==> config.mk <==
export PLATFORM = sky130hd
export DESIGN_NAME = signed_integer_to_radix_text
export DESIGN_NICKNAME = d
export VERILOG_FILES = /design/src/rtl/core/sitrt_pkg.sv /design/src/rtl/core/sitrt_ram.sv /design/src/rtl/core/sitrt_front.sv /design/src/rtl/core/sitrt_back.sv /design/src/rtl/core/signed_integer_to_radix_text.sv
export SDC_FILE = /design/constraint.sdc
export NUM_CORES = 1
export LEC_CHECK = 0
export ABC_CLOCK_PERIOD_IN_PS = 4750
export BUFFER_PORTS_ARGS = -buffer_cell sky130_fd_sc_hd__buf_2
export CORE_UTILIZATION = 31
export CTS_CLUSTER_DIAMETER = 150
export DETAILED_ROUTE_END_ITERATION = 12
export PLACE_DENSITY_LB_ADDON = 0.08
export REMOVE_ABC_BUFFERS = 1
export SLEW_MARGIN = 5
export SYNTH_ARGS = -nofsm -noshare
export SYNTH_HDL_FRONTEND = slang
export SYNTH_SLANG_ARGS = --single-unit
==> constraint.sdc <==
create_clock -name clock -period 4.75 [get_ports clock]
set_clock_uncertainty 0.1 [all_clocks]
set_input_delay 0.475 -clock clock [delete_from_list [all_inputs] [get_ports clock]]
set_output_delay 0.475 -clock clock [all_outputs]
set_load 0.02 [all_outputs]
==> src/rtl/core/sitrt_pkg.sv <==
// ----------------------------------------------------------------------------
// sitrt_pkg
// Shared types, constants and helpers for the signed integer to radix text
// converter: radix limits, ASCII codes, job descriptor and back-end states.
// ----------------------------------------------------------------------------
package sitrt_pkg;

   // default width of the converted integer
   localparam int VALUE_BITS_DEF = 32;

   // field widths
   localparam int RADIX_W = 6;
   localparam int CHAR_W  = 7;

   // radix limits and reset value
   localparam logic [RADIX_W-1:0] RADIX_MIN   = RADIX_W'(2);
   localparam logic [RADIX_W-1:0] RADIX_MAX   = RADIX_W'(36);
   localparam logic [RADIX_W-1:0] RADIX_RESET = RADIX_W'(10);

   // ASCII codes
   localparam logic [CHAR_W-1:0] MINUS_CHAR = 7'h2D;
   localparam logic [CHAR_W-1:0] ZERO_CHAR  = 7'h30;
   localparam logic [CHAR_W-1:0] ALPHA_CHAR = 7'h41;
   localparam logic [CHAR_W-1:0] ERROR_CHAR = 7'h00;

   // job queue between front and back
   localparam int QUEUE_DEPTH = 2;
   localparam int QPTR_W      = $clog2(QUEUE_DEPTH);
   localparam int QCNT_W      = $clog2(QUEUE_DEPTH + 1);

   // control part of one queued job
   typedef struct packed {
      logic [RADIX_W-1:0] radix;
      logic               negative;
      logic               bad_radix;
   } job_ctl_type;

   // back-end sequencer states
   typedef enum logic [2:0] {
      ST_IDLE,
      ST_DIVIDE,
      ST_SIGN,
      ST_LOAD,
      ST_EMIT,
      ST_ERROR
   } back_state_type;

   // digit value to ASCII: 0-9 then A-Z
   function automatic logic [CHAR_W-1:0] digit_char(input logic [RADIX_W-1:0] digit);
      logic [CHAR_W-1:0] code;
      if (digit < RADIX_W'(10)) begin
         code = ZERO_CHAR + CHAR_W'(digit);
      end else if (digit < RADIX_MAX) begin
         code = ALPHA_CHAR + CHAR_W'(digit - RADIX_W'(10));
      end else begin
         code = ZERO_CHAR;
      end
      return code;
   endfunction

endpackage

==> src/rtl/core/sitrt_ram.sv <==
// ----------------------------------------------------------------------------
// sitrt_ram
// Generic single-write, single-read RAM with registered read data.
// ----------------------------------------------------------------------------
module sitrt_ram #(
   parameter int WIDTH  = 6,
   parameter int DEPTH  = 32,
   parameter int ADDR_W = $clog2(DEPTH)
) (
   input  logic              clock,
   input  logic              wr_en,
   input  logic [ADDR_W-1:0] wr_addr,
   input  logic [WIDTH-1:0]  wr_data,
   input  logic [ADDR_W-1:0] rd_addr,
   output logic [WIDTH-1:0]  rd_data
);

   logic [WIDTH-1:0] mem_ff [DEPTH];
   logic [WIDTH-1:0] rd_data_ff;

   // write port and registered read port
   always_ff @(posedge clock) begin
      if (wr_en) begin
         mem_ff[wr_addr] <= wr_data;
      end
      rd_data_ff <= mem_ff[rd_addr];
   end

   assign rd_data = rd_data_ff;

endmodule

==> src/rtl/core/sitrt_front.sv <==
// ----------------------------------------------------------------------------
// sitrt_front
// Accepts words, holds the radix register, classifies each word (radix
// check, sign, magnitude) and queues it as a job for the back end.
// ----------------------------------------------------------------------------
module sitrt_front #(
   parameter int VALUE_BITS = sitrt_pkg::VALUE_BITS_DEF
) (
   input  logic                         clock,
   input  logic                         reset,
   input  logic                         start,
   output logic                         busy,
   input  logic [VALUE_BITS-1:0]        value,
   input  logic                         csr_wr_en,
   input  logic [sitrt_pkg::RADIX_W-1:0] csr_wr_data,
   output logic                         job_valid,
   output logic [VALUE_BITS-1:0]        job_mag,
   output sitrt_pkg::job_ctl_type       job_ctl,
   input  logic                         job_pop
);
   import sitrt_pkg::*;

   logic [RADIX_W-1:0]    radix_ff;
   logic [VALUE_BITS-1:0] mag_q_ff [QUEUE_DEPTH];
   job_ctl_type           ctl_q_ff [QUEUE_DEPTH];
   logic [QPTR_W-1:0]     wr_ptr_ff, wr_ptr_in;
   logic [QPTR_W-1:0]     rd_ptr_ff, rd_ptr_in;
   logic [QCNT_W-1:0]     count_ff, count_in;
   logic                  push;
   logic                  pop;
   logic                  negative;
   logic [VALUE_BITS-1:0] magnitude;
   job_ctl_type           ctl_new;

   // radix register
   always_ff @(posedge clock) begin
      if (reset) begin
         radix_ff <= RADIX_RESET;
      end else if (csr_wr_en) begin
         radix_ff <= csr_wr_data;
      end
   end

   // classify: sign, unsigned magnitude, radix range
   assign negative  = value[VALUE_BITS-1];
   assign magnitude = negative ? (~value + VALUE_BITS'(1)) : value;

   always_comb begin
      ctl_new.radix     = radix_ff;
      ctl_new.negative  = negative;
      ctl_new.bad_radix = (radix_ff < RADIX_MIN) || (radix_ff > RADIX_MAX);
   end

   // queue handshake
   assign busy      = (count_ff == QCNT_W'(QUEUE_DEPTH));
   assign push      = start && !busy;
   assign job_valid = (count_ff != '0);
   assign pop       = job_pop && job_valid;

   // queue pointers and fill count
   always_comb begin
      wr_ptr_in = wr_ptr_ff;
      rd_ptr_in = rd_ptr_ff;
      count_in  = count_ff;
      if (push) begin
         wr_ptr_in = (wr_ptr_ff == QPTR_W'(QUEUE_DEPTH - 1)) ? '0 : wr_ptr_ff + 1'b1;
      end
      if (pop) begin
         rd_ptr_in = (rd_ptr_ff == QPTR_W'(QUEUE_DEPTH - 1)) ? '0 : rd_ptr_ff + 1'b1;
      end
      if (push && !pop) begin
         count_in = count_ff + 1'b1;
      end else if (pop && !push) begin
         count_in = count_ff - 1'b1;
      end
   end

   always_ff @(posedge clock) begin
      if (reset) begin
         wr_ptr_ff <= '0;
         rd_ptr_ff <= '0;
         count_ff  <= '0;
      end else begin
         wr_ptr_ff <= wr_ptr_in;
         rd_ptr_ff <= rd_ptr_in;
         count_ff  <= count_in;
      end
   end

   // queue storage
   always_ff @(posedge clock) begin
      if (push) begin
         mag_q_ff[wr_ptr_ff] <= magnitude;
         ctl_q_ff[wr_ptr_ff] <= ctl_new;
      end
   end

   assign job_mag = mag_q_ff[rd_ptr_ff];
   assign job_ctl = ctl_q_ff[rd_ptr_ff];

endmodule

==> src/rtl/core/sitrt_back.sv <==
// ----------------------------------------------------------------------------
// sitrt_back
// Carries out one queued job: repeated radix division by a bit-serial restoring
// divider into the digit store, then emission of the sign and the digits, most
// significant first, through a registered output, or one bad-radix error result.
// ----------------------------------------------------------------------------
module sitrt_back #(
   parameter int VALUE_BITS = sitrt_pkg::VALUE_BITS_DEF
) (
   input  logic                          clock,
   input  logic                          reset,
   input  logic                          job_valid,
   input  logic [VALUE_BITS-1:0]         job_mag,
   input  sitrt_pkg::job_ctl_type        job_ctl,
   output logic                          job_pop,
   output logic                          rsp_valid,
   output logic [sitrt_pkg::CHAR_W-1:0]  rsp_character,
   output logic                          rsp_last,
   output logic                          rsp_bad_radix
);
   import sitrt_pkg::*;

   localparam int ADDR_W = $clog2(VALUE_BITS);
   localparam int CNT_W  = $clog2(VALUE_BITS + 1);

   back_state_type        state_ff, state_in;
   job_ctl_type           ctl_ff, ctl_in;
   logic [VALUE_BITS-1:0] mag_ff, mag_in;
   logic [RADIX_W-1:0]    rem_ff, rem_in;
   logic [ADDR_W-1:0]     bit_ff, bit_in;
   logic [CNT_W-1:0]      cnt_ff, cnt_in;
   logic [ADDR_W-1:0]     idx_ff, idx_in;

   // divider step
   logic [RADIX_W:0]      trial;
   logic                  quo_bit;
   logic [RADIX_W-1:0]    rem_step;
   logic [VALUE_BITS-1:0] mag_step;
   logic                  last_bit;
   logic                  div_done;

   // digit store ports
   logic                  st_wr_en;
   logic [ADDR_W-1:0]     st_wr_addr;
   logic [ADDR_W-1:0]     st_rd_addr;
   logic [RADIX_W-1:0]    st_rd_data;

   // output register
   logic                  rsp_valid_ff, rsp_valid_in;
   logic [CHAR_W-1:0]     rsp_char_ff, rsp_char_in;
   logic                  rsp_last_ff, rsp_last_in;
   logic                  rsp_bad_ff, rsp_bad_in;

   // one restoring division bit per cycle
   assign trial    = {rem_ff, mag_ff[VALUE_BITS-1]};
   assign quo_bit  = (trial >= {1'b0, ctl_ff.radix});
   assign rem_step = quo_bit ? RADIX_W'(trial - {1'b0, ctl_ff.radix}) : RADIX_W'(trial);
   assign mag_step = {mag_ff[VALUE_BITS-2:0], quo_bit};
   assign last_bit = (bit_ff == ADDR_W'(VALUE_BITS - 1));
   assign div_done = (mag_step == '0) || (cnt_ff + 1'b1 == CNT_W'(VALUE_BITS));

   // next state
   always_comb begin
      state_in = state_ff;
      unique case (state_ff)
         ST_IDLE: begin
            if (job_valid) begin
               state_in = job_ctl.bad_radix ? ST_ERROR : ST_DIVIDE;
            end
         end
         ST_DIVIDE: begin
            if (last_bit && div_done) begin
               state_in = ctl_ff.negative ? ST_SIGN : ST_LOAD;
            end
         end
         ST_SIGN:  state_in = ST_EMIT;
         ST_LOAD:  state_in = ST_EMIT;
         ST_EMIT: begin
            if (idx_ff == '0) begin
               state_in = ST_IDLE;
            end
         end
         ST_ERROR: state_in = ST_IDLE;
         default:  state_in = ST_IDLE;
      endcase
   end

   // datapath and outputs
   always_comb begin
      job_pop      = 1'b0;
      ctl_in       = ctl_ff;
      mag_in       = mag_ff;
      rem_in       = rem_ff;
      bit_in       = bit_ff;
      cnt_in       = cnt_ff;
      idx_in       = idx_ff;
      st_wr_en     = 1'b0;
      st_wr_addr   = ADDR_W'(cnt_ff);
      st_rd_addr   = ADDR_W'(cnt_ff - 1'b1);
      rsp_valid_in = 1'b0;
      rsp_char_in  = ERROR_CHAR;
      rsp_last_in  = 1'b0;
      rsp_bad_in   = 1'b0;
      unique case (state_ff)
         ST_IDLE: begin
            if (job_valid) begin
               job_pop = 1'b1;
               ctl_in  = job_ctl;
               mag_in  = job_mag;
               rem_in  = '0;
               bit_in  = '0;
               cnt_in  = '0;
            end
         end
         ST_DIVIDE: begin
            mag_in = mag_step;
            if (last_bit) begin
               // digit complete: store it, start the next one on the quotient
               st_wr_en = 1'b1;
               cnt_in   = cnt_ff + 1'b1;
               rem_in   = '0;
               bit_in   = '0;
            end else begin
               rem_in = rem_step;
               bit_in = bit_ff + 1'b1;
            end
         end
         ST_SIGN: begin
            rsp_valid_in = 1'b1;
            rsp_char_in  = MINUS_CHAR;
            idx_in       = ADDR_W'(cnt_ff - 1'b1);
         end
         ST_LOAD: begin
            idx_in = ADDR_W'(cnt_ff - 1'b1);
         end
         ST_EMIT: begin
            // show the fetched digit, fetch the next lower one
            rsp_valid_in = 1'b1;
            rsp_char_in  = digit_char(st_rd_data);
            rsp_last_in  = (idx_ff == '0);
            st_rd_addr   = idx_ff - 1'b1;
            idx_in       = idx_ff - 1'b1;
         end
         ST_ERROR: begin
            rsp_valid_in = 1'b1;
            rsp_last_in  = 1'b1;
            rsp_bad_in   = 1'b1;
         end
         default: begin
            job_pop = 1'b0;
         end
      endcase
   end

   // control registers
   always_ff @(posedge clock) begin
      if (reset) begin
         state_ff     <= ST_IDLE;
         rsp_valid_ff <= 1'b0;
      end else begin
         state_ff     <= state_in;
         rsp_valid_ff <= rsp_valid_in;
      end
   end

   // payload registers
   always_ff @(posedge clock) begin
      ctl_ff      <= ctl_in;
      mag_ff      <= mag_in;
      rem_ff      <= rem_in;
      bit_ff      <= bit_in;
      cnt_ff      <= cnt_in;
      idx_ff      <= idx_in;
      rsp_char_ff <= rsp_char_in;
      rsp_last_ff <= rsp_last_in;
      rsp_bad_ff  <= rsp_bad_in;
   end

   // digit store, least significant digit at address 0
   sitrt_ram #(
      .WIDTH (RADIX_W),
      .DEPTH (VALUE_BITS)
   ) u_digit_store (
      .clock   (clock),
      .wr_en   (st_wr_en),
      .wr_addr (st_wr_addr),
      .wr_data (rem_step),
      .rd_addr (st_rd_addr),
      .rd_data (st_rd_data)
   );

   assign rsp_valid     = rsp_valid_ff;
   assign rsp_character = rsp_char_ff;
   assign rsp_last      = rsp_last_ff;
   assign rsp_bad_radix = rsp_bad_ff;

endmodule

==> src/rtl/core/signed_integer_to_radix_text.sv <==
// ----------------------------------------------------------------------------
// signed_integer_to_radix_text
// Converts a signed integer to ASCII text in radix 2 to 36, one character
// per result strobe.
// ----------------------------------------------------------------------------
// A word is taken when start is high and busy is low; up to two words queue
// ahead of the converter. Each word yields an optional '-' and then its digits,
// most significant first, one character per rsp_valid cycle, with rsp_last on
// the final one. The receiver cannot stall: every strobe is a delivered
// character. An out-of-range radix gives one result with rsp_bad_radix set and
// character 0. Each digit comes from a bit-serial division over all VALUE_BITS
// bits, and a minus sign adds no time, since the sign is sent in the cycle that
// fetches the first digit (32-bit decimal: at most 10 digits; radix 2: up to 32
// digits). The user must write the radix register with csr_wr_en only while no
// word is in flight; the block itself does not enforce it.
// ----------------------------------------------------------------------------
module signed_integer_to_radix_text #(
   parameter int VALUE_BITS = sitrt_pkg::VALUE_BITS_DEF
) (
   input  logic                          clock,
   input  logic                          reset,
   input  logic                          start,
   output logic                          busy,
   input  logic signed [VALUE_BITS-1:0]  req_value,
   input  logic                          csr_wr_en,
   input  logic [sitrt_pkg::RADIX_W-1:0] csr_wr_data,
   output logic                          rsp_valid,
   output logic [sitrt_pkg::CHAR_W-1:0]  rsp_character,
   output logic                          rsp_last,
   output logic                          rsp_bad_radix
);
   import sitrt_pkg::*;

   logic                  job_valid;
   logic [VALUE_BITS-1:0] job_mag;
   job_ctl_type           job_ctl;
   logic                  job_pop;

   // front end: accept, classify, queue
   sitrt_front #(
      .VALUE_BITS (VALUE_BITS)
   ) u_front (
      .clock       (clock),
      .reset       (reset),
      .start       (start),
      .busy        (busy),
      .value       (VALUE_BITS'(unsigned'(req_value))),
      .csr_wr_en   (csr_wr_en),
      .csr_wr_data (csr_wr_data),
      .job_valid   (job_valid),
      .job_mag     (job_mag),
      .job_ctl     (job_ctl),
      .job_pop     (job_pop)
   );

   // back end: divide and emit
   sitrt_back #(
      .VALUE_BITS (VALUE_BITS)
   ) u_back (
      .clock         (clock),
      .reset         (reset),
      .job_valid     (job_valid),
      .job_mag       (job_mag),
      .job_ctl       (job_ctl),
      .job_pop       (job_pop),
      .rsp_valid     (rsp_valid),
      .rsp_character (rsp_character),
      .rsp_last      (rsp_last),
      .rsp_bad_radix (rsp_bad_radix)
   );

endmodule

==> report_table.html <==
<table>
<tr><th>Metric</th><th>Value</th></tr>
<tr><th colspan="2">Outcome</th></tr>
<tr><td>Status</td><td>complete, no violations</td></tr>
<tr><th colspan="2">STA</th></tr>
<tr><td>Normalized max-slew margin</td><td>29.05%</td></tr>
<tr><td>Post-route fraction of the period consumed by the critical path</td><td>approximately three quarters</td></tr>
<tr><td>Minimum period implied by the final worst setup slack</td><td>3.556 ns</td></tr>
<tr><td>Slew at the pin with the worst max-slew slack</td><td>1.061 ns</td></tr>
<tr><td>Final setup viols</td><td>0</td></tr>
<tr><td>Final worst slack</td><td>1.194 ns</td></tr>
<tr><td>Final hold viol count</td><td>0</td></tr>
<tr><td>Final Max Tran Viols</td><td>0</td></tr>
<tr><td>Peak clock frequency supported by timing</td><td>roughly 280 MHz</td></tr>
<tr><td>Setup repair after global routing missed its margin</td><td>false</td></tr>
<tr><th colspan="2">Die</th></tr>
<tr><td>I/O pin total</td><td>53</td></tr>
<tr><td>Num rows</td><td>approximately 80</td></tr>
<tr><td>Initial Util</td><td>31.58%</td></tr>
<tr><td>Die height</td><td>225.8 um</td></tr>
<tr><td>Core outline area</td><td>about 50000 um2</td></tr>
<tr><td>Die width</td><td>225.8 um</td></tr>
<tr><td>Die Outline Area</td><td>50970 um2</td></tr>
<tr><th colspan="2">Yosys</th></tr>
<tr><td>Area fraction of the dominant cell type after synthesis</td><td>64.42%</td></tr>
<tr><td>Mean post-synth cell area</td><td>approximately 14 um2</td></tr>
<tr><td>Cell types occupying the most area after synthesis</td><td>sky130_fd_sc_hd__edfxtp_1, sky130_fd_sc_hd__dfxtp_1, sky130_fd_sc_hd__mux2i_1, sky130_fd_sc_hd__nand2_1, sky130_fd_sc_hd__mux4_2</td></tr>
<tr><td>Most instantiated flip-flop cell in the synthesis netlist</td><td>sky130_fd_sc_hd__edfxtp_1</td></tr>
<tr><td>Synth warnings</td><td>0</td></tr>
<tr><td>Share of synthesized registers carrying an async set or reset</td><td>0%</td></tr>
<tr><td>Post-synthesis sequential element count</td><td>around 360</td></tr>
<tr><td>Netlist area before placement</td><td>15520 um2</td></tr>
<tr><td>Synthesized instance count</td><td>1109</td></tr>
<tr><td>Number of enable flip-flop cells after synthesis</td><td>333</td></tr>
<tr><td>Cell type with the highest aggregate area in the netlist</td><td>sky130_fd_sc_hd__edfxtp_1</td></tr>
<tr><td>Post-synthesis sequential area ratio</td><td>68.28%</td></tr>
<tr><td>Number of library cell types mapped by synthesis</td><td>61</td></tr>
<tr><th colspan="2">Critical path</th></tr>
<tr><td>Highest fanout seen on the critical path</td><td>60</td></tr>
<tr><td>Critical path arrival</td><td>3.96 ns</td></tr>
<tr><td>Slowest cell delay on critical path</td><td>0.75 ns</td></tr>
<tr><td>Sort of element at the end of the critical path</td><td>flip-flop</td></tr>
<tr><td>Cell type of the slowest stage on the worst timing path</td><td>sky130_fd_sc_hd__buf_4</td></tr>
<tr><td>Type of the worst setup path</td><td>flip-flop to flip-flop</td></tr>
<tr><td>Cell family with the largest share of critical-path delay</td><td>buffers and inverters</td></tr>
<tr><td>Worst Setup Start Kind</td><td>flip-flop</td></tr>
<tr><td>Start of the worst register-to-register path</td><td>u_back.cnt_ff[0]$_SDFFCE_PN0P_</td></tr>
<tr><td>Worst path cell trace</td><td>clkinv_1 &gt; o21ai_4 &gt; buf_4 &gt; nand2_1 &gt; and3_1 &gt; o311ai_0 &gt; and4_1</td></tr>
<tr><td>Start point of the critical path</td><td>u_back.cnt_ff[0]$_SDFFCE_PN0P_</td></tr>
<tr><td>Data required time of the critical path</td><td>5.15 ns</td></tr>
<tr><td>CP bufs+invs</td><td>2</td></tr>
<tr><th colspan="2">Global routing</th></tr>
<tr><td>Pin count of the biggest net entering global routing</td><td>68</td></tr>
<tr><td>Total global routing track utilization</td><td>about 15%</td></tr>
<tr><td>Global route overflow</td><td>0</td></tr>
<tr><td>Number of global-route vias before repair</td><td>9135</td></tr>
<tr><td>Number of antenna violations at the first check in global routing</td><td>0</td></tr>
<tr><td>First-pass GRT wire length</td><td>between 50000 and 60000 um</td></tr>
<tr><th colspan="2">CTS</th></tr>
<tr><td>CTS buffer count</td><td>43</td></tr>
<tr><td>Setup Buffers After CTS</td><td>0</td></tr>
<tr><td>Clock tree from TritonCTS</td><td>done</td></tr>
<tr><td>Sinks on Clock Net</td><td>about 360</td></tr>
<tr><td>H-tree levels</td><td>2</td></tr>
<tr><td>Maximum clock path buffer count</td><td>3</td></tr>
<tr><td>Cell at the root of the clock tree</td><td>sky130_fd_sc_hd__clkbuf_16</td></tr>
<tr><td>Clock latency of the later-clocked register in the worst-skew pair</td><td>0.55 ns</td></tr>
<tr><td>Clock input transition at the sequential cells of the worst setup and hold paths</td><td>roughly 0.06 ns</td></tr>
<tr><th colspan="2">Route</th></tr>
<tr><td>WL/cell</td><td>19.83 um</td></tr>
<tr><td>Via density per instance</td><td>4.793</td></tr>
<tr><td>Post-DRT Antenna Nets</td><td>0</td></tr>
<tr><td>Via count</td><td>8905</td></tr>
<tr><td>DRC</td><td>0</td></tr>
<tr><td>Total Routed Length</td><td>36850 um</td></tr>
<tr><td>First-pass detailed-route iteration total</td><td>5</td></tr>
<tr><td>Detailed router's first-iteration violation count</td><td>between 500 and 600</td></tr>
<tr><th colspan="2">Placed design</th></tr>
<tr><td>Worst slack, placed</td><td>1.065 ns</td></tr>
<tr><td>Number of port buffers</td><td>52</td></tr>
<tr><td>Placed wire-length estimate</td><td>~24000 um</td></tr>
<tr><td>Final weighted congestion in routability-driven placement</td><td>0.7690</td></tr>
<tr><th colspan="2">Finish</th></tr>
<tr><td>Syn-to-layout area delta</td><td>14.60%</td></tr>
<tr><td>Flip-flop and latch area</td><td>around 11000 um2</td></tr>
<tr><td>Layout fillers</td><td>4752</td></tr>
<tr><td>Layout Nets</td><td>~1200</td></tr>
<tr><td># diodes</td><td>0</td></tr>
<tr><td>Total area of multi-input combinational cells</td><td>between 4000 and 5000 um2</td></tr>
<tr><td>Ratio of cells with drive above 1 in the final layout</td><td>between 10% and 20%</td></tr>
<tr><td>Layout Utilization</td><td>36.19%</td></tr>
<tr><th colspan="2">Power and ir drop</th></tr>
<tr><td>Gate power share</td><td>between 30% and 40%</td></tr>
<tr><td>Worst-case vdd ir drop</td><td>429.4 uV</td></tr>
<tr><td>Switching power as a share of total power</td><td>between 30% and 40%</td></tr>
<tr><td>Internal power of the cells</td><td>0.008561 W</td></tr>
<tr><td>Sequential group share of total power</td><td>around two fifths</td></tr>
<tr><td>Power density normalized to cell area</td><td>between 700 and 800 nW/um2</td></tr>
<tr><td>Switching power summed over all nets</td><td>~0.0053 W</td></tr>
<tr><td>Static Leakage</td><td>5.995 nW</td></tr>
<tr><td>Power share of the clock group</td><td>21.7%</td></tr>
<tr><th colspan="2">Run</th></tr>
<tr><td>Maxcap violations</td><td>0</td></tr>
<tr><th colspan="2">Worst hold path</th></tr>
<tr><td>Launch instance of the worst min-delay path</td><td>csr_wr_data[1]</td></tr>
<tr><td>Worst hold-check path type</td><td>primary input to flip-flop</td></tr>
</table>
==> repair_timing <==
action	CTS	global route
resized for setup	0	0
hold endpoints to repair	1	0
setup endpoints to repair	0	0
hold buffers	1	0
==> power groups by stage <==
stage,Sequential (W),Combinational (W),Clock [W]
2_1_floorplan,0.00545,0.00341,0
3_3_place_gp,0.00557,0.00555,0
3_5_place_dp,0.00557,0.00557,0
4_1_cts,0.00551,0.00559,0.00312
5_1_grt,0.00556,0.00597,0.00323
6_report,0.00549,0.00537,0.00301
==> per-layer routing <==
metal / GRT usage (%) / up-vias / routed length (um)
met5: 0 / - / 0
met4: 4.806 / 0 / 724
met3: 2.225 / 49 / 1155
met2: 25.40 / 134 / 18040
met1: 19.70 / 4421 / 16930
li1: - / 4301 / -
==> sequential cells by signal, indices dropped and copies added (netlist names), named ones only <==
signal                        cells
u_back.rsp_bad_radix              1
u_front.wr_ptr_ff                 1
u_front.radix_ff                  6
u_back.u_digit_store.mem_ff     192
u_front.rd_ptr_ff                 1
u_front.ctl_q_ff                 16
u_front.count_ff                  2
u_back.ctl_ff                     7
u_back.cnt_ff                     6
u_back.rem_ff                     6
u_back.rsp_character              7
u_back.rsp_valid                  1
u_back.idx_ff                     5
u_back.rsp_last                   1
u_front.mag_q_ff                 64
u_back.state_ff                   3
u_back.mag_ff                    32
u_back.bit_ff                     5
u_back.u_digit_store.rd_data      6
==> metrics by stage <==
step	cells	instance area, um2	hold slack, ns	total power (W)	setup TNS, ns
2_1_floorplan	1055	15310	0.3404	0.008854	-29.36
3_3_place_gp	1780	16510	0.3723	0.01112	0
3_5_place_dp	1780	16510	0.3762	0.01114	0
4_1_cts	1858	17790	0.009530	0.01421	0
5_1_grt	1858	17790	0.03496	0.01477	0
6_report	1858	17790	0.04298	0.01388	0
==> cell usage in the layout, fill, tap and decap left out, drive strengths merged, types with 9 or more instances in the layout <==
master  count
buf        61
clkinv     14
edfxtp    333
nand3      15
nand2     129
o21ai      56
mux4       19
a311o       9
a21oi      17
or4        10
nor3       23
o31ai      11
ha         19
and3       18
clkbuf     62
nor4        9
xor2       11
xnor2      37
a211o      12
and2        9
dfxtp      30
inv        28
o211ai     14
mux2       22
nor2       96
mux2i      58
==> synthesized netlist by cell type, types with 6 or more instances <==
master,instances
sky130_fd_sc_hd__a311o_1,9
sky130_fd_sc_hd__o311ai_0,7
sky130_fd_sc_hd__nand3_1,15
sky130_fd_sc_hd__ha_1,19
sky130_fd_sc_hd__or4_1,6
sky130_fd_sc_hd__nor3_1,23
sky130_fd_sc_hd__o211ai_1,14
sky130_fd_sc_hd__o21ai_0,54
sky130_fd_sc_hd__a211o_1,12
sky130_fd_sc_hd__o31ai_1,9
sky130_fd_sc_hd__clkbuf_1,43
sky130_fd_sc_hd__and2_1,9
sky130_fd_sc_hd__xnor2_1,37
sky130_fd_sc_hd__and3_1,18
sky130_fd_sc_hd__inv_1,25
sky130_fd_sc_hd__edfxtp_1,333
sky130_fd_sc_hd__mux4_2,19
sky130_fd_sc_hd__mux2i_1,58
sky130_fd_sc_hd__dfxtp_1,30
sky130_fd_sc_hd__nor2_1,96
sky130_fd_sc_hd__mux2_2,22
sky130_fd_sc_hd__nand2_1,129
sky130_fd_sc_hd__a21oi_1,17
sky130_fd_sc_hd__nor4_1,9
sky130_fd_sc_hd__xor2_1,11
==> cell type report <==
cell class                 instances  area share, %
multi-input combinational        663          26.04
clock buffer                      62          6.562
timing repair buffer              62          1.969
clock inverter                    15         0.5486
tap                              664          4.670
sequential                       363          59.59
inverter                          29         0.6119
==> worst paths after layout <==
kind / end / slack (ns) / cells past startpoint
worst max-delay path: u_back.u_digit_store.rd_data[0]$_DFF_P_ / 1.19 / 7
worst max register to register: u_back.u_digit_store.rd_data[0]$_DFF_P_ / 1.19 / 7
worst min-delay path: u_front.radix_ff[1]$_SDFFE_PP1P_ / 0.04 / 2
worst min register to register: u_front.ctl_q_ff[1][6]$_DFFE_PP_ / 0.38 / 0
==> cells by family after synthesis <==
| group | share of synthesized area, % |
|---|---|
| flip-flops | 68.28 |
| AND/OR/NAND/NOR | 10.24 |
| AO/OA/AOI/OAI | 6.916 |
| multiplexers | 8.092 |
| buffers and inverters | 2.096 |
| XOR/XNOR | 2.708 |
| adder cells (fa/ha/maj) | 1.660 |
Power figures use the tool's default switching activity.
